===== config.mk =====
export PLATFORM = sky130hd
export DESIGN_NAME = lrsd_group_reduce
export DESIGN_NICKNAME = d
export VERILOG_FILES = /design/src/rtl/lru_stack_reuse_distance_macros.svh /design/src/rtl/lrsd_pkg.sv /design/src/rtl/lrsd_group_reduce.sv
export SDC_FILE = /design/constraint.sdc
export NUM_CORES = 1
export LEC_CHECK = 0
export BUFFER_PORTS_ARGS = -buffer_cell sky130_fd_sc_hd__buf_2
export CAP_MARGIN = 20
export CORE_AREA = 3 3 40 42
export CTS_CLUSTER_DIAMETER = 120
export CTS_CLUSTER_SIZE = 24
export DETAILED_ROUTE_END_ITERATION = 8
export DIE_AREA = 0 0 43 45
export GPL_TIMING_DRIVEN = 1
export HOLD_SLACK_MARGIN = 0.15
export PLACE_DENSITY = 0.57
export SYNTH_ARGS = -nofsm -noshare
export SYNTH_HDL_FRONTEND = slang
export SYNTH_SLANG_ARGS = --single-unit

===== constraint.sdc =====
create_clock -name clock -period 0.8 [get_ports clock]
set_input_delay 0.04 -clock clock [delete_from_list [all_inputs] [get_ports clock]]
set_output_delay 0.04 -clock clock [all_outputs]
set_load 0.05 [all_outputs]

===== src/rtl/lru_stack_reuse_distance_macros.svh =====
// Assertion macros shared by the reuse-distance tracker.
`ifndef LRU_STACK_REUSE_DISTANCE_MACROS_SVH
`define LRU_STACK_REUSE_DISTANCE_MACROS_SVH

// Checks that a condition implies another in the same cycle.
`define LRSD_ASSERT_NOW(label, clk, rst, cond, expr) \
   label: assert property (@(posedge clk) disable iff (rst) (cond) |-> (expr)) \
      else $error("lrsd check failed");

// Checks that a condition implies another in the next cycle.
`define LRSD_ASSERT_NEXT(label, clk, rst, cond, expr) \
   label: assert property (@(posedge clk) disable iff (rst) (cond) |=> (expr)) \
      else $error("lrsd check failed");

`endif


===== src/rtl/lrsd_pkg.sv =====
// Package with the types and constants of the reuse-distance tracker.
package lrsd_pkg;

   localparam int ADDR_W     = 48;
   localparam int PAGE_SHIFT = 12;
   localparam int PAGE_W     = ADDR_W - PAGE_SHIFT;
   localparam int DIST_W     = 8;
   localparam logic [DIST_W-1:0] DIST_MAX = {DIST_W{1'b1}};
   localparam int GROUP_SIZE = 16;

   typedef logic [PAGE_W-1:0] page_type;

   typedef enum logic [2:0] {
      ST_IDLE,
      ST_MATCH,
      ST_REDUCE,
      ST_RESOLVE,
      ST_UPDATE
   } state_type;

   // Control broadcast from the sequencer to every cell of the stack.
   typedef struct packed {
      logic match_en;
      logic update_en;
      logic hit;
   } cell_ctrl_type;

endpackage


===== src/rtl/lrsd_group_reduce.sv =====
// Registered encoder that turns the match flags of one group of cells into an index.
module lrsd_group_reduce
   import lrsd_pkg::*;
#(
   parameter int IDX_W = 8,
   parameter int BASE  = 0,
   parameter int COUNT = 16
) (
   input  logic               clock,
   input  logic               enable,
   input  logic [COUNT-1:0]   match,
   output logic               any,
   output logic [IDX_W-1:0]   idx
);

   logic             any_ff, any_in;
   logic [IDX_W-1:0] idx_ff, idx_in;

   // At most one entry matches, so an OR of the masked indices encodes it.
   always_comb begin
      any_in = 1'b0;
      idx_in = '0;
      for (int k = 0; k < COUNT; k++) begin
         any_in = any_in | match[k];
         idx_in = idx_in | (match[k] ? IDX_W'(BASE + k) : '0);
      end
   end

   always_ff @(posedge clock) begin
      if (enable) begin
         any_ff <= any_in;
         idx_ff <= idx_in;
      end
   end

   assign any = any_ff;
   assign idx = idx_ff;

endmodule

* Word-level counts from Yosys, hierarchy flattened
Index checks and enable logic that the tools add are counted.
** Word-level totals
- Register bits :: 9
- Output and inout port bits :: 9
- Word-level logic and storage cells :: 46
** Cells by class
- Muxes and demuxes :: 15
- Bitwise operators :: 29
** Operator list (number)
- 4-bit 2-to-1 mux :: 8
- 4-bit OR :: 7
- 1-bit OR :: 15
- 3-bit 2-to-1 mux :: 4
- 3-bit OR :: 3
- 2-bit 2-to-1 mux :: 2
- 3-bit by 4-bit OR with 4-bit output :: 1
- 2-bit by 3-bit OR with 3-bit output :: 1
- 1-bit by 2-bit OR with 2-bit output :: 1
- 2-bit OR :: 1
- 1-bit 2-to-1 mux :: 1

* Longest topological paths before layout
- Word-level depth :: 15
- Mapped depth :: 2
- Depth with buffers taken out :: 2

* Worst setup path after synthesis
Ideal clock, no wire load.
- Kind :: input-to-reg
- From :: input port match[12]
- To :: register any_ff (netlist: any) (data pin)
- Setup time :: 277 ps
- Data arrival time :: 449 ps
- Data required time :: 523 ps
- Slack :: 74 ps
- Stages :: 2
- Buffers on the path :: 0
- Cells stage by stage :: nor4_2 > nand4_1
** On the way
- Word-level cells in the longest chain between the ends :: 4
** RTL lines
- start, declared :: line lrsd_group_reduce.sv:11 : input logic [COUNT-1:0] match,
- 1-bit OR (4 in a row) :: line lrsd_group_reduce.sv:24 : any_in = any_in | match[k];
- via any_in :: line lrsd_group_reduce.sv:16 : logic any_ff, any_in;
- end signal, assigned :: line lrsd_group_reduce.sv:31 : any_ff <= any_in;
- end, declared :: line lrsd_group_reduce.sv:16
The timed path passes the listed nets, and every way through them passes these cells.
A chain may end at the register's enable or synchronous reset.

* Final worst setup path
- From :: register idx_ff[3] (netlist: idx[3])
- To :: output port idx[3]
** RTL lines
- start, declared :: line lrsd_group_reduce.sv:17 : logic [IDX_W-1:0] idx_ff, idx_in;
- start signal, assigned :: line lrsd_group_reduce.sv:32 : idx_ff <= idx_in;
- end, declared :: line lrsd_group_reduce.sv:13 : output logic [IDX_W-1:0] idx
No word-level cell between the ends.

==> flow_metrics.env <==
export IMPL_dr_pass1_iters=4
export IMPL_yosysWarnings=0
export IMPL_status="complete, but fails checks"
export IMPL_multi_input_area_um2=105
export IMPL_p_total_w=0.000793
export IMPL_fmax_mhz=1220
export IMPL_place_hpwl_um=596
export IMPL_finalNonFillerCells=65
export IMPL_fin_ws_ns=-0.0172
export IMPL_gr_total_overflow=0
export IMPL_synthFlopType="edfxtp_1"
export IMPL_ios=27
export IMPL_routed_wl_um=684
export IMPL_maxSlewViolCount=0
export IMPL_rsz0062_at_grt="true"
export IMPL_async_flop_share=0
export IMPL_via_per_inst=4.28
export IMPL_antenna_found_initial=0
export IMPL_synthDistinctLibCells=7
export IMPL_dp_cells=60
export IMPL_seq_area_frac_synth=0.548
export IMPL_critPathTopFamily="flip-flops"
export IMPL_ys_ff_latch=5
export IMPL_p_leak_nw=0.191
export IMPL_crit_type="reg2out"
export IMPL_grt_usage=0.0688
export IMPL_cp_max_fo=1
export IMPL_powerDensity_nw_per_um2=1720
export IMPL_synth_largest_area_cell="edfxtp_1"
export IMPL_drt_iter0_markers=2
export IMPL_cp_start_kind="flop"
export IMPL_synth_top_area_frac=0.548
export IMPL_synthCells=23
export IMPL_end_kind="output port"
export IMPL_min_path_type="in2reg"
export IMPL_numCtsBuffers=3
export IMPL_cts_sinks=5
export IMPL_areaGrowthSynthToFinish_pct=68.5
export IMPL_regArea_um2=150
export IMPL_min_period_ns=0.817
export IMPL_cts_tree="built"
export IMPL_critPathBufInv=1
export IMPL_postCtsHoldBufs=1
export IMPL_violations="setup timing"
export IMPL_synth_cell_area_um2=274
export IMPL_cts_root_buffer="clkbuf_4"
export IMPL_synth_edf_count=5
export IMPL_peakVddDrop_mv=0.405
export IMPL_netlist_top_cells_count="edfxtp_1, nor4_1, buf_4, nand2_1, nor4_2"
export IMPL_wl_per_cell_um=10.5
export IMPL_drtAntennaViolNets=0
export IMPL_drc_errors=0
export IMPL_syn_area_per_cell_um2=11.9
export IMPL_routabilityCongestion=0.802
export IMPL_tns_ns=-0.0591
export IMPL_worstPathCellList="buf_6"
export IMPL_antenna_cells=0
export IMPL_grt_pass1_vias=252
export IMPL_maxCapViolCount=0
export IMPL_core_area_um2=1280
export IMPL_num_fill_cells=134
export IMPL_setup_viol=5
export IMPL_routed_via_count=278
export IMPL_nNetsFinal=69
export IMPL_initial_core_util=0.213
export IMPL_die_area_um2=1940
export IMPL_grt_max_degree=6
export IMPL_required_ns=0.76
export IMPL_die_h_um=45
export IMPL_die_w_um=43
export IMPL_clockBufferDepth=2
export IMPL_cp_arrival_ns=0.78
export IMPL_drive_above_1_share=0.580
export IMPL_min_period_over_period=1.02
export IMPL_slowest_stage="edfxtp_1"
export IMPL_portBuffers=22
export IMPL_htree_levels=1
export IMPL_synth_area_leaders="edfxtp_1, nor4_2, nor4_1"
export IMPL_rows=13
export IMPL_hold_viol_final=0
export IMPL_cpPeakStageDelay_ns=0.38
export IMPL_clkTransAtPathRegs_ns=0.04
export IMPL_grt_pass1_wl_um=986
per-layer routing:
layer | track usage | wire length, um | vias to the layer above
met3 | 0.0239 | 64 | 0
met5 | 0 | 0 | -
li1 | - | - | 137
met1 | 0.0741 | 249 | 128
met4 | 0.0361 | 0 | 0
met2 | 0.120 | 370 | 13
final timing paths:
path | from | end | slack (ns) | depth (start not counted)
setup / recovery | idx[3] | idx[3] | -0.02 | 1
hold / removal | match[8] | idx[3] | 0.09 | 3
logic make-up after synthesis:
family,synth area share
DFF,0.548
other,0.0137
and+or+nand+nor,0.329
buffers and inverters,0.110
flip-flops by register name, indices dropped and copies added, names as in the netlist:
register and flops:
idx 4, any 1
cell type report:
cell class	count	share of cell area
Tap cell	15	0.0407
Multi-Input combinational cell	17	0.228
Timing Repair Buffer	24	0.350
Clock buffer	4	0.0569
Sequential cell	5	0.325
per-stage QoR:
stage	utilization	area [um^2]	worst slack, ns	hold WS [ns]
finish	0.359	462	-0.0172	0.0856
global route	0.359	462	-0.0435	0.0992
CTS	0.357	459	-0.0245	0.0806
detailed placement	0.305	392	-0.0830	0.323
global placement	0.305	392	-0.0807	0.330
floorplan	-	285	0.0736	0.152
report_power, final:
part | switching [W] | internal, W
Sequential | 0.00000596 | 0.000302
Combinational | 0.000132 | 0.0000693
Clock | 0.0000959 | 0.000188
Total | 0.000234 | 0.000560
placed cells by master (no fill, tap or decap), drive strengths merged:
cell | Yosys | layout
nand4 | 1 | 1
conb | 1 | 4
edfxtp | 5 | 5
nand2 | 4 | 4
buf | 4 | 23
clkbuf | 0 | 4
dlygate4sd3 | 0 | 1
nor4 | 8 | 8
timing repair:
action	in CTS	in global routing
gates resized for setup	10	1
hold endpoints to repair	10	5
buffers inserted	0	0
setup endpoints to repair	5	10
(Power assumes the default switching activity.)
