File: src/rtl/lru_stack_reuse_distance_macros.svh
// Assertion macros shared by the reuse-distance tracker.
`ifndef LRU_STACK_REUSE_DISTANCE_MACROS_SVH
`define LRU_STACK_REUSE_DISTANCE_MACROS_SVH

// Checks that a condition implies another in the same cycle.
`define LRSD_ASSERT_NOW(label, clk, rst, cond, expr) \
   label: assert property (@(posedge clk) disable iff (rst) (cond) |-> (expr)) \
      else $error("lrsd check failed");

// Checks that a condition implies another in the next cycle.
`define LRSD_ASSERT_NEXT(label, clk, rst, cond, expr) \
   label: assert property (@(posedge clk) disable iff (rst) (cond) |=> (expr)) \
      else $error("lrsd check failed");

`endif

File: src/rtl/lrsd_pkg.sv
// Package with the types and constants of the reuse-distance tracker.
package lrsd_pkg;

   localparam int ADDR_W     = 48;
   localparam int PAGE_SHIFT = 12;
   localparam int PAGE_W     = ADDR_W - PAGE_SHIFT;
   localparam int DIST_W     = 8;
   localparam logic [DIST_W-1:0] DIST_MAX = {DIST_W{1'b1}};
   localparam int GROUP_SIZE = 16;

   typedef logic [PAGE_W-1:0] page_type;

   typedef enum logic [2:0] {
      ST_IDLE,
      ST_MATCH,
      ST_REDUCE,
      ST_RESOLVE,
      ST_UPDATE
   } state_type;

   // Control broadcast from the sequencer to every cell of the stack.
   typedef struct packed {
      logic match_en;
      logic update_en;
      logic hit;
   } cell_ctrl_type;

endpackage

File: src/rtl/lrsd_cell.sv
// One entry of the LRU stack: page register, valid bit and match flag.
module lrsd_cell
   import lrsd_pkg::*;
#(
   parameter int IDX   = 0,
   parameter int IDX_W = 8
) (
   input  logic               clock,
   input  logic               reset,
   input  cell_ctrl_type      ctrl,
   input  page_type           req_page,
   input  logic [IDX_W-1:0]   hit_pos,
   input  page_type           up_page,
   input  logic               up_valid,
   output page_type           page,
   output logic               valid,
   output logic               match
);

   page_type page_ff, page_in;
   logic     valid_ff, valid_in;
   logic     match_ff, match_in;
   logic     shift;

   // An entry moves down on a miss, or on a hit at or below its own position.
   always_comb begin
      shift    = ctrl.update_en && (!ctrl.hit || (IDX_W'(IDX) <= hit_pos));
      page_in  = shift ? up_page  : page_ff;
      valid_in = shift ? up_valid : valid_ff;
      match_in = ctrl.match_en ? (valid_ff && (page_ff == req_page)) : match_ff;
   end

   always_ff @(posedge clock) begin
      if (reset) begin
         valid_ff <= 1'b0;
         match_ff <= 1'b0;
      end else begin
         valid_ff <= valid_in;
         match_ff <= match_in;
      end
      page_ff <= page_in;
   end

   assign page  = page_ff;
   assign valid = valid_ff;
   assign match = match_ff;

endmodule

File: config.mk
export PLATFORM = sky130hd
export DESIGN_NAME = lrsd_cell
export DESIGN_NICKNAME = d
export VERILOG_FILES = /design/src/rtl/lru_stack_reuse_distance_macros.svh /design/src/rtl/lrsd_pkg.sv /design/src/rtl/lrsd_cell.sv
export SDC_FILE = /design/constraint.sdc
export NUM_CORES = 1
export LEC_CHECK = 0
export BUFFER_PORTS_ARGS = -buffer_cell sky130_fd_sc_hd__buf_2
export CORE_MARGIN = 4
export CORE_UTILIZATION = 42
export DETAILED_ROUTE_END_ITERATION = 10
export HOLD_SLACK_MARGIN = 0.1
export PLACE_DENSITY = 0.85
export SLEW_MARGIN = 5
export SYNTH_ARGS = -nofsm -noshare
export SYNTH_HDL_FRONTEND = slang
export SYNTH_SLANG_ARGS = --single-unit
File: constraint.sdc
create_clock -name clock -period 3.4 [get_ports clock]
set_input_delay 0.51 -clock clock [delete_from_list [all_inputs] [get_ports clock]]
set_output_delay 0.51 -clock clock [all_outputs]
set_load 0.03 [all_outputs]
## Word-level counts from Yosys, hierarchy flattened

Index checks and enable logic that the tools add are counted.
W data, S select, Z words.

| operators by class | value |
|---|---|
| reduce and logical (&&, ||, !) cells | 4 |
| order comparisons | 1 |
| equality and inequality tests | 1 |

Operators with widths:

| cell | number |
|---|---|
| $eq A36 B36 Y1 | 1 |
| $le A1 B8 Y1 const A | 1 |
| $logic_and A1 B1 Y1 | 2 |
| $logic_not A1 Y1 | 1 |
| $logic_or A1 B1 Y1 | 1 |

| storage, ports and cells | value |
|---|---|
| flip-flop bits (word level) | 38 |
| output and inout port bits | 38 |
| bits of input ports | 86 |

## Longest topological paths before layout

| logic depth | value |
|---|---|
| depth after elaboration | 3 |
| depth in mapped cells | 5 |
| depth with buffers taken out | 5 |

## Worst setup path after synthesis

No wires, ideal clock.

| timing | value |
|---|---|
| path kind | flip-flop to flip-flop |
| start point | register page_ff[21] (netlist: page[21]) |
| end point | register match_ff (netlist: match) |
| arrival time | 1.424 ns |
| library setup time | 0.069 ns |
| slack | 1.907 ns |
| period minus slack after synthesis | 1.493 ns |
| path buffers | 0 |
| required time | 3.331 ns |
| stages on the path, launching flop included | 6 |
| cells stage by stage | edfxtp_1 -> xor2_1 -> a221o_1 -> nor4_2 -> nand4_1 -> o21ai_1 |

| on the way | value |
|---|---|
| cells in the longest elaborated chain, start to end | 2 |

Ends and longest elaborated chain:

| element | RTL line | RTL |
|---|---|---|
| start: declaration | lrsd_cell.sv:20 | `page_type page_ff, page_in;` |
| start signal: assignment | lrsd_cell.sv:41 | `page_ff <= page_in;` |
| $eq A36 B36 Y1 | lrsd_cell.sv:30 | `match_in = ctrl.match_en ? (valid_ff && (page_ff == req_page)) : match_ff;` |
| $logic_and A1 B1 Y1 | lrsd_cell.sv:30 |  |
| end signal: assignment | lrsd_cell.sv:39 | `match_ff <= match_in;` |
| end: declaration | lrsd_cell.sv:22 | `logic match_ff, match_in;` |

No other way between the ends.
A chain may end at the register's enable or synchronous reset.

## Final worst setup path

Same ends and word-level chain as after synthesis.

==> summary.md <==
| Metric | Value |
|---|---|
| Count of buffer and inverter cells on the critical path | `0` |
| Setup repair after global routing missed its margin | `false` |
| Switching share of total power | `24.18%` |
| Number of buffers between clock root and the deepest sink | `2` |
| Grt ovf | `0` |
| Die outline area | `around 0.0048 sq mm` |
| Proportion of netlist area held by the largest area contributor | `between 60 and 70%` |
| Library cell with the highest instance count after synthesis | `sky130_fd_sc_hd__edfxtp_1` |
| Part of the power in combinational logic | `16.8%` |
| Worst Hold Depth | `1` |
| Floorplan core area | `0.003468 sq mm` |
| Growth of design area from synthesis to finish | `49.24%` |
| Final period utilization | `42.10%` |
| # hold bufs at CTS | `0` |
| Input/output buffers | `114` |
| DIE WIDTH | `roughly 69 um` |
| Worst Skew | `roughly 0.0071 ns` |
| Wire length per cell after detailed routing | `14.34 um` |
| Hold slack final | `0.3973 ns` |
| R2R depth | `5` |
| GRT Overall Usage | `16.37%` |
| Final Wtd Congestion | `0.7264` |
| Number of warning messages in the yosys log | `0` |
| Leading cell types by count after synthesis | `36 x sky130_fd_sc_hd__edfxtp_1, 26 x sky130_fd_sc_hd__xor2_1, 7 x sky130_fd_sc_hd__xnor2_1, 5 x sky130_fd_sc_hd__nor4_1` |
| Asr flop ratio synth | `0%` |
| Status | `complete, no violations` |
| Critical path depth in cells | `5` |
| Cell with the largest stage delay on the worst path | `sky130_fd_sc_hd__edfxtp_1` |
| Static power due to leakage | `1.056 nW` |
| First-pass detailed-route iteration total | `4` |
| Psw | `0.3021 mW` |
| Clock transition at path regs | `0.07 ns` |
| Portion of the post-synthesis area used by sequential elements | `between 70 and 80%` |
| Flip-flop and latch count after synthesis | `38` |
| Number of placement rows | `21` |
| Pwr/cell area | `approximately 530 mW/mm^2` |
| Number of global-route vias before repair | `1353` |
| Count of unresolved DRC violations after routing | `0` |
| Cell Int Power | `0.9474 mW` |
| Count of max-cap constraint violations | `0` |
| Number of enable flip-flop cells after synthesis | `36` |
| Die Span Y | `69.05 um` |
| Achievable clock frequency | `roughly 700 MHz` |
| Via total after detailed routing | `about 1200` |
| Share of power burned in the clock network | `37.2%` |
| Dominant register cell in the synthesized netlist | `sky130_fd_sc_hd__edfxtp_1` |
| Routed vias/inst | `around 4.7` |
| Family with the most delay on the worst path | `flip-flops` |
| Data required time at the worst endpoint | `3.62 ns` |
| Drt total wl | `3771 um` |
| Final layout net count | `between 300 and 400` |
| Post-place instance area | `0.002193 sq mm` |
| Worst Setup Start Kind | `register` |
| Clock root buffer | `sky130_fd_sc_hd__clkbuf_8` |
| Maximum number of pins on one net before global-route repair | `38` |
| Number of primary I/O pins | `124` |
| Crit path cell chain | `xor2_1 > a221o_1 > nor4_2 > nand4_1 > o21ai_1` |
| Avg Inst Size Synth | `16.48 sq um` |
| Critical Path Max Stage Delay | `0.42 ns` |
| Setup Buffers After CTS | `0` |
| Layout cells sized above 1 | `57.14%` |
| Sort of element at the end of the critical path | `register` |
| Synthesized instance count | `95` |
| Initial antenna violation count | `0` |
| Top post-synthesis cells by area | `sky130_fd_sc_hd__edfxtp_1 69%, sky130_fd_sc_hd__xor2_1 15%, sky130_fd_sc_hd__xnor2_1 3.9%` |
| Yosys cell types | `17` |
| Synthesized area | `~0.0016 sq mm` |
| Post_cts resized | `0` |
| Class of the worst hold path | `in2reg` |
| Initial Util | `45.13%` |
| Synthesized net count | `181` |
| Total Power | `1.250 mW` |
| VDD IR max | `390.1 uV` |
| Post-Route Setup TNS | `0 ns` |
| Post-synthesis cell type with the largest combined area | `sky130_fd_sc_hd__edfxtp_1` |
| Total non-filler cell area in the finished layout | `about 0.0023 sq mm` |
| Final critical delay including setup and external delays | `1.431 ns` |
| Placed wire-length estimate after detailed placement | `approximately 3200 um` |
| CTS tree | `done` |
| Clk Latency, worst-skew pair | `0.28 ns` |
| Initial detailed-routing violation count | `46` |
| Number of H-tree levels | `2` |
| Slew at the pin with the worst max-slew slack | `~0.78 ns` |
| Final antenna diode count | `0` |
| Tightest slew margin relative to the limit | `around 48%` |
| Layout fillers | `287` |
| Setup violation total in the final timing report | `0` |
| Crit-path max FO | `2` |
| Clock sink total | `38` |
| Cts bufs inserted | `5` |
| WS Path Type | `reg2reg` |
| Count of final max-slew check failures | `0` |
| Worst endpoint data arrival time | `1.65 ns` |
| Flop pwr share | `46.0%` |
| Global-route wire length before repair | `6161 um` |
| Post-DRT Antenna Nets | `0` |
| Final hold violation count | `0` |
## cell families after synthesis
family	Yosys count	share of synthesized area, %
XOR/XNOR	33	18.47
AO/OA/AOI/OAI	4	2.078
AND/OR/NAND/NOR	16	6.475
buffers and inverters	3	0.7194
flip-flops	38	71.62
multiplexers	1	0.6395
## placed cells by master, fill, tap and decap left out
cell type / instances
sky130_fd_sc_hd__bufinv_16: 2
sky130_fd_sc_hd__nor4_1: 5
sky130_fd_sc_hd__xnor2_1: 7
sky130_fd_sc_hd__nand4_1: 3
sky130_fd_sc_hd__buf_2: 114
sky130_fd_sc_hd__o221ai_1: 1
sky130_fd_sc_hd__nand2_1: 2
sky130_fd_sc_hd__nor3_1: 1
sky130_fd_sc_hd__xor2_1: 26
sky130_fd_sc_hd__nand2b_1: 1
sky130_fd_sc_hd__nor4_2: 2
sky130_fd_sc_hd__clkbuf_8: 6
sky130_fd_sc_hd__o21ai_1: 1
sky130_fd_sc_hd__edfxtp_1: 36
sky130_fd_sc_hd__a221o_1: 1
sky130_fd_sc_hd__o2111ai_1: 1
sky130_fd_sc_hd__inv_1: 3
sky130_fd_sc_hd__mux2i_1: 1
sky130_fd_sc_hd__dfxtp_1: 2
sky130_fd_sc_hd__nor2_1: 2
## registers in the layout, indices dropped and copies added, names as in the netlist
register,count
match,1
page,36
valid,1
## metrics by stage
stage               utilization [%]  worst slack, ns  instances
floorplan                         -            1.907         95
global placement              63.24            1.810        255
detailed placement            63.24            1.760        255
CTS                           67.35            1.949        263
global route                  67.35            1.908        263
finish                        67.35            1.969        263
## path summary, 6_finish.rpt
path                   start  slack [ns]      end
setup / recovery    page[21]        1.97    match
hold / removal    up_page[6]        0.40  page[6]
setup reg to reg    page[21]        1.97    match
hold reg to reg        match        0.45    match
## layer usage
layer | track usage [%] | wire length (um)
met4 | 6.725 | 102
met5 | 0 | 0
met3 | 5.959 | 338
met2 | 31.57 | 2148
met1 | 15.19 | 1181
## cell type report
class / instances / area, sq um / share of cell area [%]
Sequential cell: 38 / 1121 / 47.99
Timing Repair Buffer: 114 / 570.5 / 24.42
Multi-Input combinational cell: 54 / 432.9 / 18.53
Clock buffer: 6 / 82.58 / 3.535
Clock inverter: 2 / 60.06 / 2.571
Tap cell: 46 / 57.56 / 2.464
Inverter: 3 / 11.26 / 0.4821
## power groups by stage
| stage | sequential, mW | clock (mW) | combinational (mW) |
|---|---|---|---|
| 2_1_floorplan | 0.656 | 0 | 0.0430 |
| 3_3_place_gp | 0.584 | 0 | 0.207 |
| 3_5_place_dp | 0.586 | 0 | 0.212 |
| 4_1_cts | 0.576 | 0.473 | 0.213 |
| 5_1_grt | 0.580 | 0.499 | 0.225 |
| 6_report | 0.575 | 0.464 | 0.210 |
(Power assumes the default switching activity.)
